--- src/rtl/assert_macros.svh ---
// Assertion macros shared by the RTL.
// ASSERT_RST checks a property only while reset is released.
// ASSERT_ALWAYS checks a property at every rising clock edge.
`ifndef ASSERT_MACROS_SVH
`define ASSERT_MACROS_SVH
`ifndef NO_ASSERTIONS
`define ASSERT_RST(label, clk, rstn, prop, msg) \
    label: assert property (@(posedge clk) disable iff (!rstn) prop) else $error(msg);
`define ASSERT_ALWAYS(label, clk, prop, msg) \
    label: assert property (@(posedge clk) prop) else $error(msg);
`else
`define ASSERT_RST(label, clk, rstn, prop, msg)
`define ASSERT_ALWAYS(label, clk, prop, msg)
`endif
`endif

--- src/rtl/tkd_pkg.sv ---
package tkd_pkg;

    // Width of all timestamps and elapsed-time arithmetic.
    localparam int TIME_BITS = 32;
    typedef logic [TIME_BITS-1:0] time_t;

    // Event codes reported on the result channel.
    localparam logic [2:0] EV_NONE   = 3'd0;
    localparam logic [2:0] EV_UP     = 3'd1;
    localparam logic [2:0] EV_SELECT = 3'd2;
    localparam logic [2:0] EV_DOWN   = 3'd3;
    localparam logic [2:0] EV_BACK   = 3'd4;

    // Button positions in the level vectors.
    localparam int KEY_UP     = 0;
    localparam int KEY_SELECT = 1;
    localparam int KEY_DOWN   = 2;

    // Configuration register indexes.
    localparam logic CFG_DEBOUNCE  = 1'b0;
    localparam logic CFG_LONGPRESS = 1'b1;

    // One input item as held in the input register.
    typedef struct packed {
        logic        func;
        logic [31:0] now_ms;
        logic [2:0]  level;
    } item_t;

    // Configuration values as seen by the poll logic.
    typedef struct packed {
        logic [15:0] debounce_ms;
        logic [15:0] longpress_ms;
    } cfg_t;

    // Complete qualifier state.
    typedef struct packed {
        logic            ready;
        logic [2:0]      sampled;
        logic [2:0]      stable;
        logic            long_reported;
        time_t [2:0]     last_change;
        time_t           select_press;
    } state_t;

    // Outcome of evaluating one button against its own state.
    typedef struct packed {
        logic       sampled;
        logic       stable;
        time_t      last_change;
        logic       long_reported;
        time_t      select_press;
        logic [2:0] ev;
    } key_res_t;

    // Evaluate one button: debounce, stable edge and, for select, long press.
    function automatic key_res_t key_step(
        input logic        is_sel,
        input logic [2:0]  press_ev,
        input logic        level,
        input logic        sampled,
        input logic        stable,
        input time_t       last_change,
        input logic        long_rep,
        input time_t       sel_press,
        input time_t       now,
        input logic [15:0] deb,
        input logic [15:0] lp
    );
        key_res_t r;
        time_t    lct_n;
        logic     check_long;
        r.sampled = level;
        lct_n = (level != sampled) ? now : last_change;
        r.last_change = lct_n;
        r.stable = stable;
        r.long_reported = long_rep;
        r.select_press = sel_press;
        r.ev = EV_NONE;
        check_long = 1'b0;
        if ((now - lct_n) >= time_t'(deb)) begin
            r.stable = level;
            if (level != stable) begin
                if (level) begin
                    if (is_sel) begin
                        r.select_press = now;
                        r.long_reported = 1'b0;
                        check_long = 1'b1;
                    end else begin
                        r.ev = press_ev;
                    end
                end else if (is_sel && !long_rep) begin
                    r.ev = EV_SELECT;
                end
            end else begin
                check_long = is_sel;
            end
            // Long press reports back once while select stays held.
            if (check_long && r.stable && !r.long_reported &&
                ((now - r.select_press) >= time_t'(lp))) begin
                r.long_reported = 1'b1;
                r.ev = EV_BACK;
            end
        end
        return r;
    endfunction

endpackage

--- src/rtl/three_key_debounce_longpress_top.sv ---
// Three-button keypad qualifier with debounce and a long-press back event.
// Input channel (s_valid/s_ready): one transfer per item; s_func 0 captures
// the current levels as debounced state, s_func 1 polls for an event with
// the millisecond timestamp s_now_ms and the three pressed levels.
// Result channel (m_valid/m_ready): exactly one transfer per input item,
// m_key_event 0 none, 1 up, 2 select, 3 down, 4 back, in input order.
// Configuration: cfg_we writes cfg_wdata into register cfg_addr
// (0 debounce_ms, 1 longpress_ms); write only while the block is idle.
// Path: an accepted item waits in the input register, and its result is
// then held in the result register. Throughput: one item per cycle while
// m_ready stays high, set by the state update between the two registers.
// When m_ready is low, the result register holds and the input register
// still takes one more item; s_ready then drops until the result moves.
// Reset (aresetn low, synchronous) empties both registers, restores the
// default configuration and returns the keypad to the not-initialized state,
// in which polls report no event.
`include "assert_macros.svh"

module three_key_debounce_longpress_top (
    input  logic        aclk,
    input  logic        aresetn,
    input  logic        s_valid,
    output logic        s_ready,
    input  logic        s_func,
    input  logic [31:0] s_now_ms,
    input  logic        s_up_pressed,
    input  logic        s_select_pressed,
    input  logic        s_down_pressed,
    output logic        m_valid,
    input  logic        m_ready,
    output logic [2:0]  m_key_event,
    input  logic        cfg_we,
    input  logic        cfg_addr,
    input  logic [15:0] cfg_wdata
);

    logic             in_valid_reg;
    logic             in_valid_next;
    tkd_pkg::item_t   in_item_reg;
    logic             out_valid_reg;
    logic             out_valid_next;
    logic [2:0]       out_event_reg;
    tkd_pkg::state_t  state_reg;
    tkd_pkg::state_t  state_next;
    tkd_pkg::state_t  poll_state;
    logic [2:0]       poll_event;
    tkd_pkg::cfg_t    cfg_reg;
    tkd_pkg::cfg_t    cfg_next;
    logic             s_xfer;
    logic             advance;

    // Handshake: the item moves on when the result register is free or draining.
    assign advance = in_valid_reg && (!out_valid_reg || m_ready);
    assign s_ready = !in_valid_reg || advance;
    assign s_xfer = s_valid && s_ready;
    assign m_valid = out_valid_reg;
    assign m_key_event = out_event_reg;

    assign in_valid_next = s_xfer ? 1'b1 : (advance ? 1'b0 : in_valid_reg);
    assign out_valid_next = advance ? 1'b1 : (m_ready ? 1'b0 : out_valid_reg);
    assign state_next = advance ? poll_state : state_reg;

    // Configuration write port.
    always_comb begin
        cfg_next = cfg_reg;
        if (cfg_we) begin
            unique case (cfg_addr)
                tkd_pkg::CFG_DEBOUNCE:  cfg_next.debounce_ms = cfg_wdata;
                tkd_pkg::CFG_LONGPRESS: cfg_next.longpress_ms = cfg_wdata;
                default:                cfg_next = cfg_reg;
            endcase
        end
    end

    tkd_poll u_poll (
        .item       (in_item_reg),
        .cfg        (cfg_reg),
        .state      (state_reg),
        .state_next (poll_state),
        .key_event  (poll_event)
    );

    // Control and keypad state.
    always_ff @(posedge aclk) begin
        if (!aresetn) begin
            in_valid_reg <= 1'b0;
            out_valid_reg <= 1'b0;
            state_reg <= '0;
            cfg_reg.debounce_ms <= 16'd50;
            cfg_reg.longpress_ms <= 16'd1000;
        end else begin
            in_valid_reg <= in_valid_next;
            out_valid_reg <= out_valid_next;
            state_reg <= state_next;
            cfg_reg <= cfg_next;
        end
    end

    // Payload registers.
    always_ff @(posedge aclk) begin
        if (s_xfer) begin
            in_item_reg.func <= s_func;
            in_item_reg.now_ms <= s_now_ms;
            in_item_reg.level <= {s_down_pressed, s_select_pressed, s_up_pressed};
        end
        if (advance) begin
            out_event_reg <= poll_event;
        end
    end

    `ASSERT_RST(a_early_poll_keeps_state, aclk, aresetn,
        (advance && in_item_reg.func && !state_reg.ready) |=> (state_reg == $past(state_reg)),
        "poll before init changed the keypad state")
    `ASSERT_RST(a_long_flag_with_back, aclk, aresetn,
        $rose(state_reg.long_reported) |-> (out_valid_reg && (out_event_reg == tkd_pkg::EV_BACK)),
        "long-press flag set without a back event")
    `ASSERT_RST(a_event_needs_init, aclk, aresetn,
        (out_valid_reg && (out_event_reg != tkd_pkg::EV_NONE)) |-> state_reg.ready,
        "event reported before init")

endmodule

--- src/rtl/tkd_poll.sv ---
module tkd_poll (
    input  tkd_pkg::item_t  item,
    input  tkd_pkg::cfg_t   cfg,
    input  tkd_pkg::state_t state,
    output tkd_pkg::state_t state_next,
    output logic [2:0]      key_event
);

    tkd_pkg::time_t    now;
    tkd_pkg::key_res_t res_up;
    tkd_pkg::key_res_t res_sel;
    tkd_pkg::key_res_t res_dn;

    assign now = tkd_pkg::time_t'(item.now_ms);

    // All three buttons are evaluated in parallel; each only touches its own state.
    always_comb begin
        res_up = tkd_pkg::key_step(1'b0, tkd_pkg::EV_UP,
            item.level[tkd_pkg::KEY_UP], state.sampled[tkd_pkg::KEY_UP],
            state.stable[tkd_pkg::KEY_UP], state.last_change[tkd_pkg::KEY_UP],
            state.long_reported, state.select_press, now,
            cfg.debounce_ms, cfg.longpress_ms);
        res_sel = tkd_pkg::key_step(1'b1, tkd_pkg::EV_SELECT,
            item.level[tkd_pkg::KEY_SELECT], state.sampled[tkd_pkg::KEY_SELECT],
            state.stable[tkd_pkg::KEY_SELECT], state.last_change[tkd_pkg::KEY_SELECT],
            state.long_reported, state.select_press, now,
            cfg.debounce_ms, cfg.longpress_ms);
        res_dn = tkd_pkg::key_step(1'b0, tkd_pkg::EV_DOWN,
            item.level[tkd_pkg::KEY_DOWN], state.sampled[tkd_pkg::KEY_DOWN],
            state.stable[tkd_pkg::KEY_DOWN], state.last_change[tkd_pkg::KEY_DOWN],
            state.long_reported, state.select_press, now,
            cfg.debounce_ms, cfg.longpress_ms);
    end

    // Init captures the levels; a poll commits buttons in priority order
    // up to and including the first one that reports an event.
    always_comb begin
        state_next = state;
        key_event = tkd_pkg::EV_NONE;
        priority if (!item.func) begin
            state_next.ready = 1'b1;
            state_next.sampled = item.level;
            state_next.stable = item.level;
            state_next.last_change = {3{now}};
            state_next.long_reported = 1'b0;
            state_next.select_press = '0;
        end else if (state.ready) begin
            state_next.sampled[tkd_pkg::KEY_UP] = res_up.sampled;
            state_next.stable[tkd_pkg::KEY_UP] = res_up.stable;
            state_next.last_change[tkd_pkg::KEY_UP] = res_up.last_change;
            key_event = res_up.ev;
            if (res_up.ev == tkd_pkg::EV_NONE) begin
                state_next.sampled[tkd_pkg::KEY_SELECT] = res_sel.sampled;
                state_next.stable[tkd_pkg::KEY_SELECT] = res_sel.stable;
                state_next.last_change[tkd_pkg::KEY_SELECT] = res_sel.last_change;
                state_next.long_reported = res_sel.long_reported;
                state_next.select_press = res_sel.select_press;
                key_event = res_sel.ev;
                if (res_sel.ev == tkd_pkg::EV_NONE) begin
                    state_next.sampled[tkd_pkg::KEY_DOWN] = res_dn.sampled;
                    state_next.stable[tkd_pkg::KEY_DOWN] = res_dn.stable;
                    state_next.last_change[tkd_pkg::KEY_DOWN] = res_dn.last_change;
                    key_event = res_dn.ev;
                end
            end
        end else begin
            // A poll before init leaves everything untouched.
            key_event = tkd_pkg::EV_NONE;
        end
    end

endmodule

--- config.mk ---
export PLATFORM = sky130hd
export DESIGN_NAME = three_key_debounce_longpress_top
export DESIGN_NICKNAME = d
export VERILOG_FILES = /design/src/rtl/tkd_pkg.sv /design/src/rtl/three_key_debounce_longpress_top.sv /design/src/rtl/tkd_poll.sv
export VERILOG_INCLUDE_DIRS = /design/src /design/src/rtl
export SDC_FILE = /design/constraint.sdc
export NUM_CORES = 1
export LEC_CHECK = 0
export ABC_AREA = 1
export BUFFER_PORTS_ARGS = -buffer_cell sky130_fd_sc_hd__buf_2
export CAP_MARGIN = 20
export CELL_PAD_IN_SITES_DETAIL_PLACEMENT = 2
export CELL_PAD_IN_SITES_GLOBAL_PLACEMENT = 2
export CORE_MARGIN = 2
export CORE_UTILIZATION = 32
export CTS_BUF_LIST = sky130_fd_sc_hd__clkbuf_8
export CTS_CLUSTER_SIZE = 10
export DETAILED_ROUTE_END_ITERATION = 10
export PLACE_DENSITY_LB_ADDON = 0.1
export SLEW_MARGIN = 15
export SYNTH_ARGS = -nofsm -noshare
export SYNTH_HDL_FRONTEND = slang
export SYNTH_SLANG_ARGS = --single-unit
--- constraint.sdc ---
create_clock -name aclk -period 4.31 [get_ports aclk]
set_input_delay 0.862 -clock aclk [delete_from_list [all_inputs] [get_ports aclk]]
set_output_delay 0.862 -clock aclk [all_outputs]
set_load 0.02 [all_outputs]
==> results of run 1 <==
## stage by stage
step	hold WS [ns]	setup WS (ns)
2_1_floorplan	0.435	0.0279
3_5_place_dp	0.453	-1.07
3_3_place_gp	0.443	-0.794
4_1_cts	0.353	-0.557
## what timing repair did
item                                    4_1_cts
resized for setup                           272
pin swaps                                    67
buffers inserted                             45
cloned                                       17
endpoints found under the setup margin      105
## kinds of logic after synthesis
logic type / share of synthesized area [%]
AND/OR/NAND/NOR: 35.9
XOR/XNOR: 2.55
buffers and inverters: 11.8
flip-flops: 22.2
adder cells (fa/ha/maj): 12.0
AO/OA/AOI/OAI: 15.6
==> impl_results.md, run 1 <==
* IO buf count at 62
* Clock tree sinks at 209
* Run status: aborted with a tool error
* Async SR Flop Fraction at 0%
* Net Count, Synth at 3,720
* Ranking of synthesized cells by instance count: 1,083 x nand2_1, 521 x inv_1, 353 x nor2_1
* Synth Cell Area at 0.0206 sq mm
* Yosys warns at 0
* Post-synth EDFFs at 39
* DP Area at 0.0256 sq mm
* Error msg: [ERROR DPL-0033] detailed placement checks failed during check placement.
* IO Count at 63
* Initial antenna violation count at 11
* Failing step: 5_1_grt
* Count leader, synth: nand2_1
* Total CTS buffers at 42
* Row count at 93
* Ranking of synthesized cells by area: nand2_1 20%, dfxtp_1 16%, ha_1 12%
* Post-synth top area share at 19.7%
* Worst_ep grt: state_reg[2]$_SDFFE_PN0P_/D
* Placed wire-length estimate at 87,000 um
* Unique masters post-synth at 46
* Die W at 258 um
* Top FF cell, synth: dfxtp_1
* Largest net degree at the start of global routing at 111
* Post-synthesis sequential area ratio at 22.2%
* DIE HEIGHT at 258 um
* Clock Tree Root: clkbuf_8
* Starting Density at 32.2%
* Seq cells post-synth at 209
* Clk buf depth at 3
* Syn avg cell area at 5.95 sq um
* H-tree Lvls at 2
* Post-CTS Hold Buffers at 0
* Largest area contributor in the netlist: nand2_1
* Placed insts at 4,803
* Worst EP Category: register data pin
* Cells after synthesis at 3,467
* GP Congestion at 0.938
==> run 2: changes to the inputs <==
--- a/config.mk
+++ b/config.mk
@@ -9,14 +9,10 @@
 export ABC_AREA = 1
 export BUFFER_PORTS_ARGS = -buffer_cell sky130_fd_sc_hd__buf_2
 export CAP_MARGIN = 20
-export CELL_PAD_IN_SITES_DETAIL_PLACEMENT = 2
-export CELL_PAD_IN_SITES_GLOBAL_PLACEMENT = 2
 export CORE_MARGIN = 2
-export CORE_UTILIZATION = 32
-export CTS_BUF_LIST = sky130_fd_sc_hd__clkbuf_8
-export CTS_CLUSTER_SIZE = 10
+export CORE_UTILIZATION = 35
 export DETAILED_ROUTE_END_ITERATION = 10
-export PLACE_DENSITY_LB_ADDON = 0.1
+export PLACE_DENSITY_LB_ADDON = 0.15
 export SLEW_MARGIN = 15
 export SYNTH_ARGS = -nofsm -noshare
 export SYNTH_HDL_FRONTEND = slang
==> constraint.sdc (replaced) <==
create_clock -name aclk -period 5.6 [get_ports aclk]
set_input_delay 1.12 -clock aclk [delete_from_list [all_inputs] [get_ports aclk]]
set_output_delay 1.12 -clock aclk [all_outputs]
set_load 0.02 [all_outputs]
==> impl_results.md, run 2 <==
* Unique masters post-synth at 46 (unchanged)
* Max Fclk at 0.191 GHz
* Final instance area at 0.0229 sq mm
* Reg2reg path depth at 32
* FILL cells at 6,479
* CTS tree: built
* Worst path required time at 6.04 ns
* DP Area at 0.0219 sq mm (was 0.0256 sq mm)
* Final setup viols at 0
* Crit start category: register
* PwrDens at 269 mW/mm^2
* Largest register FFs at 136
* Largest net degree at the start of global routing at 99
* Slowest stage delay, CP at 0.39 ns
* Metal-1 WL at 35,400 um
* Seq cells post-synth at 209 (unchanged)
* Final Hold Slack at 0.458 ns
* Relative slew slack at 41.7%
* Final min period at 5.23 ns
* Post-synth top area share at 19.7% (unchanged)
* Top FF cell, synth: dfxtp_1 (unchanged)
* Clock tree sinks at 209 (unchanged)
* TritonRoute pass-1 iters at 6
* Post-synth EDFFs at 39 (unchanged)
* Buf/Inv on CP at 5
* Post-synthesis sequential area ratio at 22.2% (unchanged)
* Combinational power share at 43.2%
* IO Count at 63 (unchanged)
* Critical hold path startpoint: state_reg[10]
* Final #Nets at 3,760
* Worst-Margin Slew at 0.874 ns
* Final TNS setup at 0 ns
* Overall power at 6.15 mW
* Metal2 WL at 33,100 um
* Internal power at 3.63 mW
* Total grt overflow at 0
* Post-CTS Hold Buffers at 0 (unchanged)
* Row count at 89 (was 93)
* Hold Path Class: register to register
* Final core utilization at 39.0%
* Worst setup path class: register to register
* Wirelength, routed at 74,400 um
* Yosys warns at 0 (unchanged)
* Highest metal used: met4
* Endpoint class of the critical path: register
* Reg-to-Reg Start: in_item_reg[1]
* Number of DRC markers in iteration 0 at 1,746
* IO buf count at 62 (unchanged)
* Switching Fraction at 41.0%
* Clk pin slew, worst setup/hold paths at 0.07 ns
* Syn avg cell area at 5.95 sq um (unchanged)
* Reg-to-reg endpoint: state_reg[131]
* Delay-heaviest family, CP: simple AND/OR/NAND/NOR gates
* Clk buf depth at 3 (unchanged)
* Crit path DAT at 5.67 ns
* Clk_lat worst skew at 0.55 ns
* WL met3 at 3760 um
* Worst hold endpoint: state_reg[10]
* Vias in the first global route at 20,300
* Total CTS buffers at 25 (was 42)
* Ranking of synthesized cells by instance count: 1,083 x nand2_1, 521 x inv_1, 353 x nor2_1 (unchanged)
* Reg area at 0.00457 sq mm
* Leak at 11.7 nW
* Vias/cell at 5.05
* Multi-input gate area at 0.0137 sq mm
* Crit Path Max Fanout at 17
* Core Box Area at 0.0587 sq mm
* Clock power share at 29.8%
* Area delta synth->final at 11.0%
* R2R Setup Slk at 0.37 ns
* Largest area contributor in the netlist: nand2_1 (unchanged)
* GRT Util Overall at 23.9%
* DIE HEIGHT at 247 um (was 258 um)
* Hold path cells at 2
* Die ar. at 0.0609 sq mm
* Die W at 247 um (was 258 um)
* Psw at 2.52 mW
* Initial antenna violation count at 0
* Fin. Hold Viols at 0
* Number of max-cap violations at 0
* Starting Density at 35.2% (was 32.2%)
* H-tree Lvls at 1 (was 2)
* First-pass GRT wire length at 114,000 um
* Max Slew Vio Count at 0
* WL/cell at 17.3 um
* CP most frequent cell: nand2_1
* Residual DRC count at 0
* Share of cells above drive strength 1 at 7.49%
* Run status: finished, final reports clean (was aborted with a tool error)
* Synth Cell Area at 0.0206 sq mm (unchanged)
* Async SR Flop Fraction at 0% (unchanged)
* Max Clock Skew at 0.0119 ns
* Tcrit/Tclk final at 93.4%
* RSZ-0062 raised after global routing: no
* Net Count, Synth at 3,720 (unchanged)
* Flop pwr share at 27.0%
* Most common cell after layout, fill and taps aside: nand2_1
* CP max stage cell: edfxtp_1
* GP Congestion at 0.953 (was 0.938)
* Cells after synthesis at 3,467 (unchanged)
* Ranking of synthesized cells by area: nand2_1 20%, dfxtp_1 16%, ha_1 12% (unchanged)
* Vias at 21,700
* Count leader, synth: nand2_1 (unchanged)
* Clock Tree Root: clkbuf_16 (was clkbuf_8)
* Placed wire-length estimate at 59,700 um (was 87,000 um)
* Most frequent cells in the layout: 1,079 x nand2_1, 519 x inv_1, 352 x nor2_1
* Final ANT Viol Nets at 0
* Worst VDD drop at 0.251 mV
[run 2: cell counts after synthesis]
Identical to the previous run, type by type.
[run 2: power by group through the flow]
stage | Combinational [mW] | Sequential, mW | Clock [mW]
final | 2.66 | 1.66 | 1.83
after global routing | 3.04 | 1.67 | 1.92
after CTS | 2.62 | 1.66 | 1.86
after detailed placement | 2.61 | 1.69 | 0
after global placement | 2.62 | 1.69 | 0
after floorplan | 1.91 | 1.68 | 0
[run 2: final cells by class]
| type | count | area share (%) |
|---|---|---|
| sequential | 209 | 20.0 |
| timing repair buffer | 110 | 3.45 |
| multi-input combinational | 2632 | 59.6 |
| tap | 773 | 4.22 |
| clock buffer | 28 | 2.92 |
| inverter | 529 | 8.69 |
| clock inverter | 18 | 1.08 |
| antenna | 1 | 0.0109 |
[run 2: cell families (layout without fill, tap and decap cells)]
logic type / Yosys count / count (layout) / synth area share [%]
flops: 209 / 209 / 22.2
other cells: 0 / 1 / 0
simple gates: 1774 / 1774 / 35.9
buf+inv: 626 / 685 / 11.8
fa+ha+maj: 195 / 195 / 12.0
xor+xnor: 60 / 60 / 2.55
compound gates: 603 / 603 / 15.6
[run 2: metal layers]
layer / GRT usage, % / up-vias
met2: 39.4 / 558
met1: 33.6 / 9908
met5: 0 / -
met4: 6.63 / 0
met3: 1.40 / 101
li1: - / 11200
[run 2: timing repair]
| item | in CTS | in global routing |
|---|---|---|
| endpoints found under the setup margin | 0 | 100 |
| gates resized for setup | 0 | 16 |
| buffers inserted | 0 | 0 |
[run 2: worst max-delay path by stage]
stage | end | cells past startpoint | from | slack (ns)
floorplan | state_reg[110] | 33 | in_item_reg[1] | 1.26
global placement | state_reg[130] | 31 | in_item_reg[0] | 0.34
detailed placement | state_reg[130] | 31 | in_item_reg[0] | 0.31
CTS | state_reg[130] | 31 | in_item_reg[0] | 0.23
global route | state_reg[114] | 32 | in_item_reg[1] | 0.03
finish | state_reg[131] | 32 | in_item_reg[1] | 0.37
[run 2: worst register-to-register path: cells and delay by family (launching register included)]
family | cells | cell delay [ns]
buffers and inverters | 5 | 0.70
xor gates and xnor gates | 1 | 0.30
DFF | 1 | 0.39
adders and majority gates | 3 | 0.91
and+or+nand+nor | 20 | 2.16
AOI/OAI and AO/OA | 3 | 0.68
[run 2: through the flow]
stage	setup WS [ns]	instances
6_report	0.369	4300
5_1_grt	0.0299	4299
4_1_cts	0.233	4295
3_5_place_dp	0.306	4249
3_3_place_gp	0.340	4249
2_1_floorplan	1.26	3467
Power figures use the tool's default switching activity.
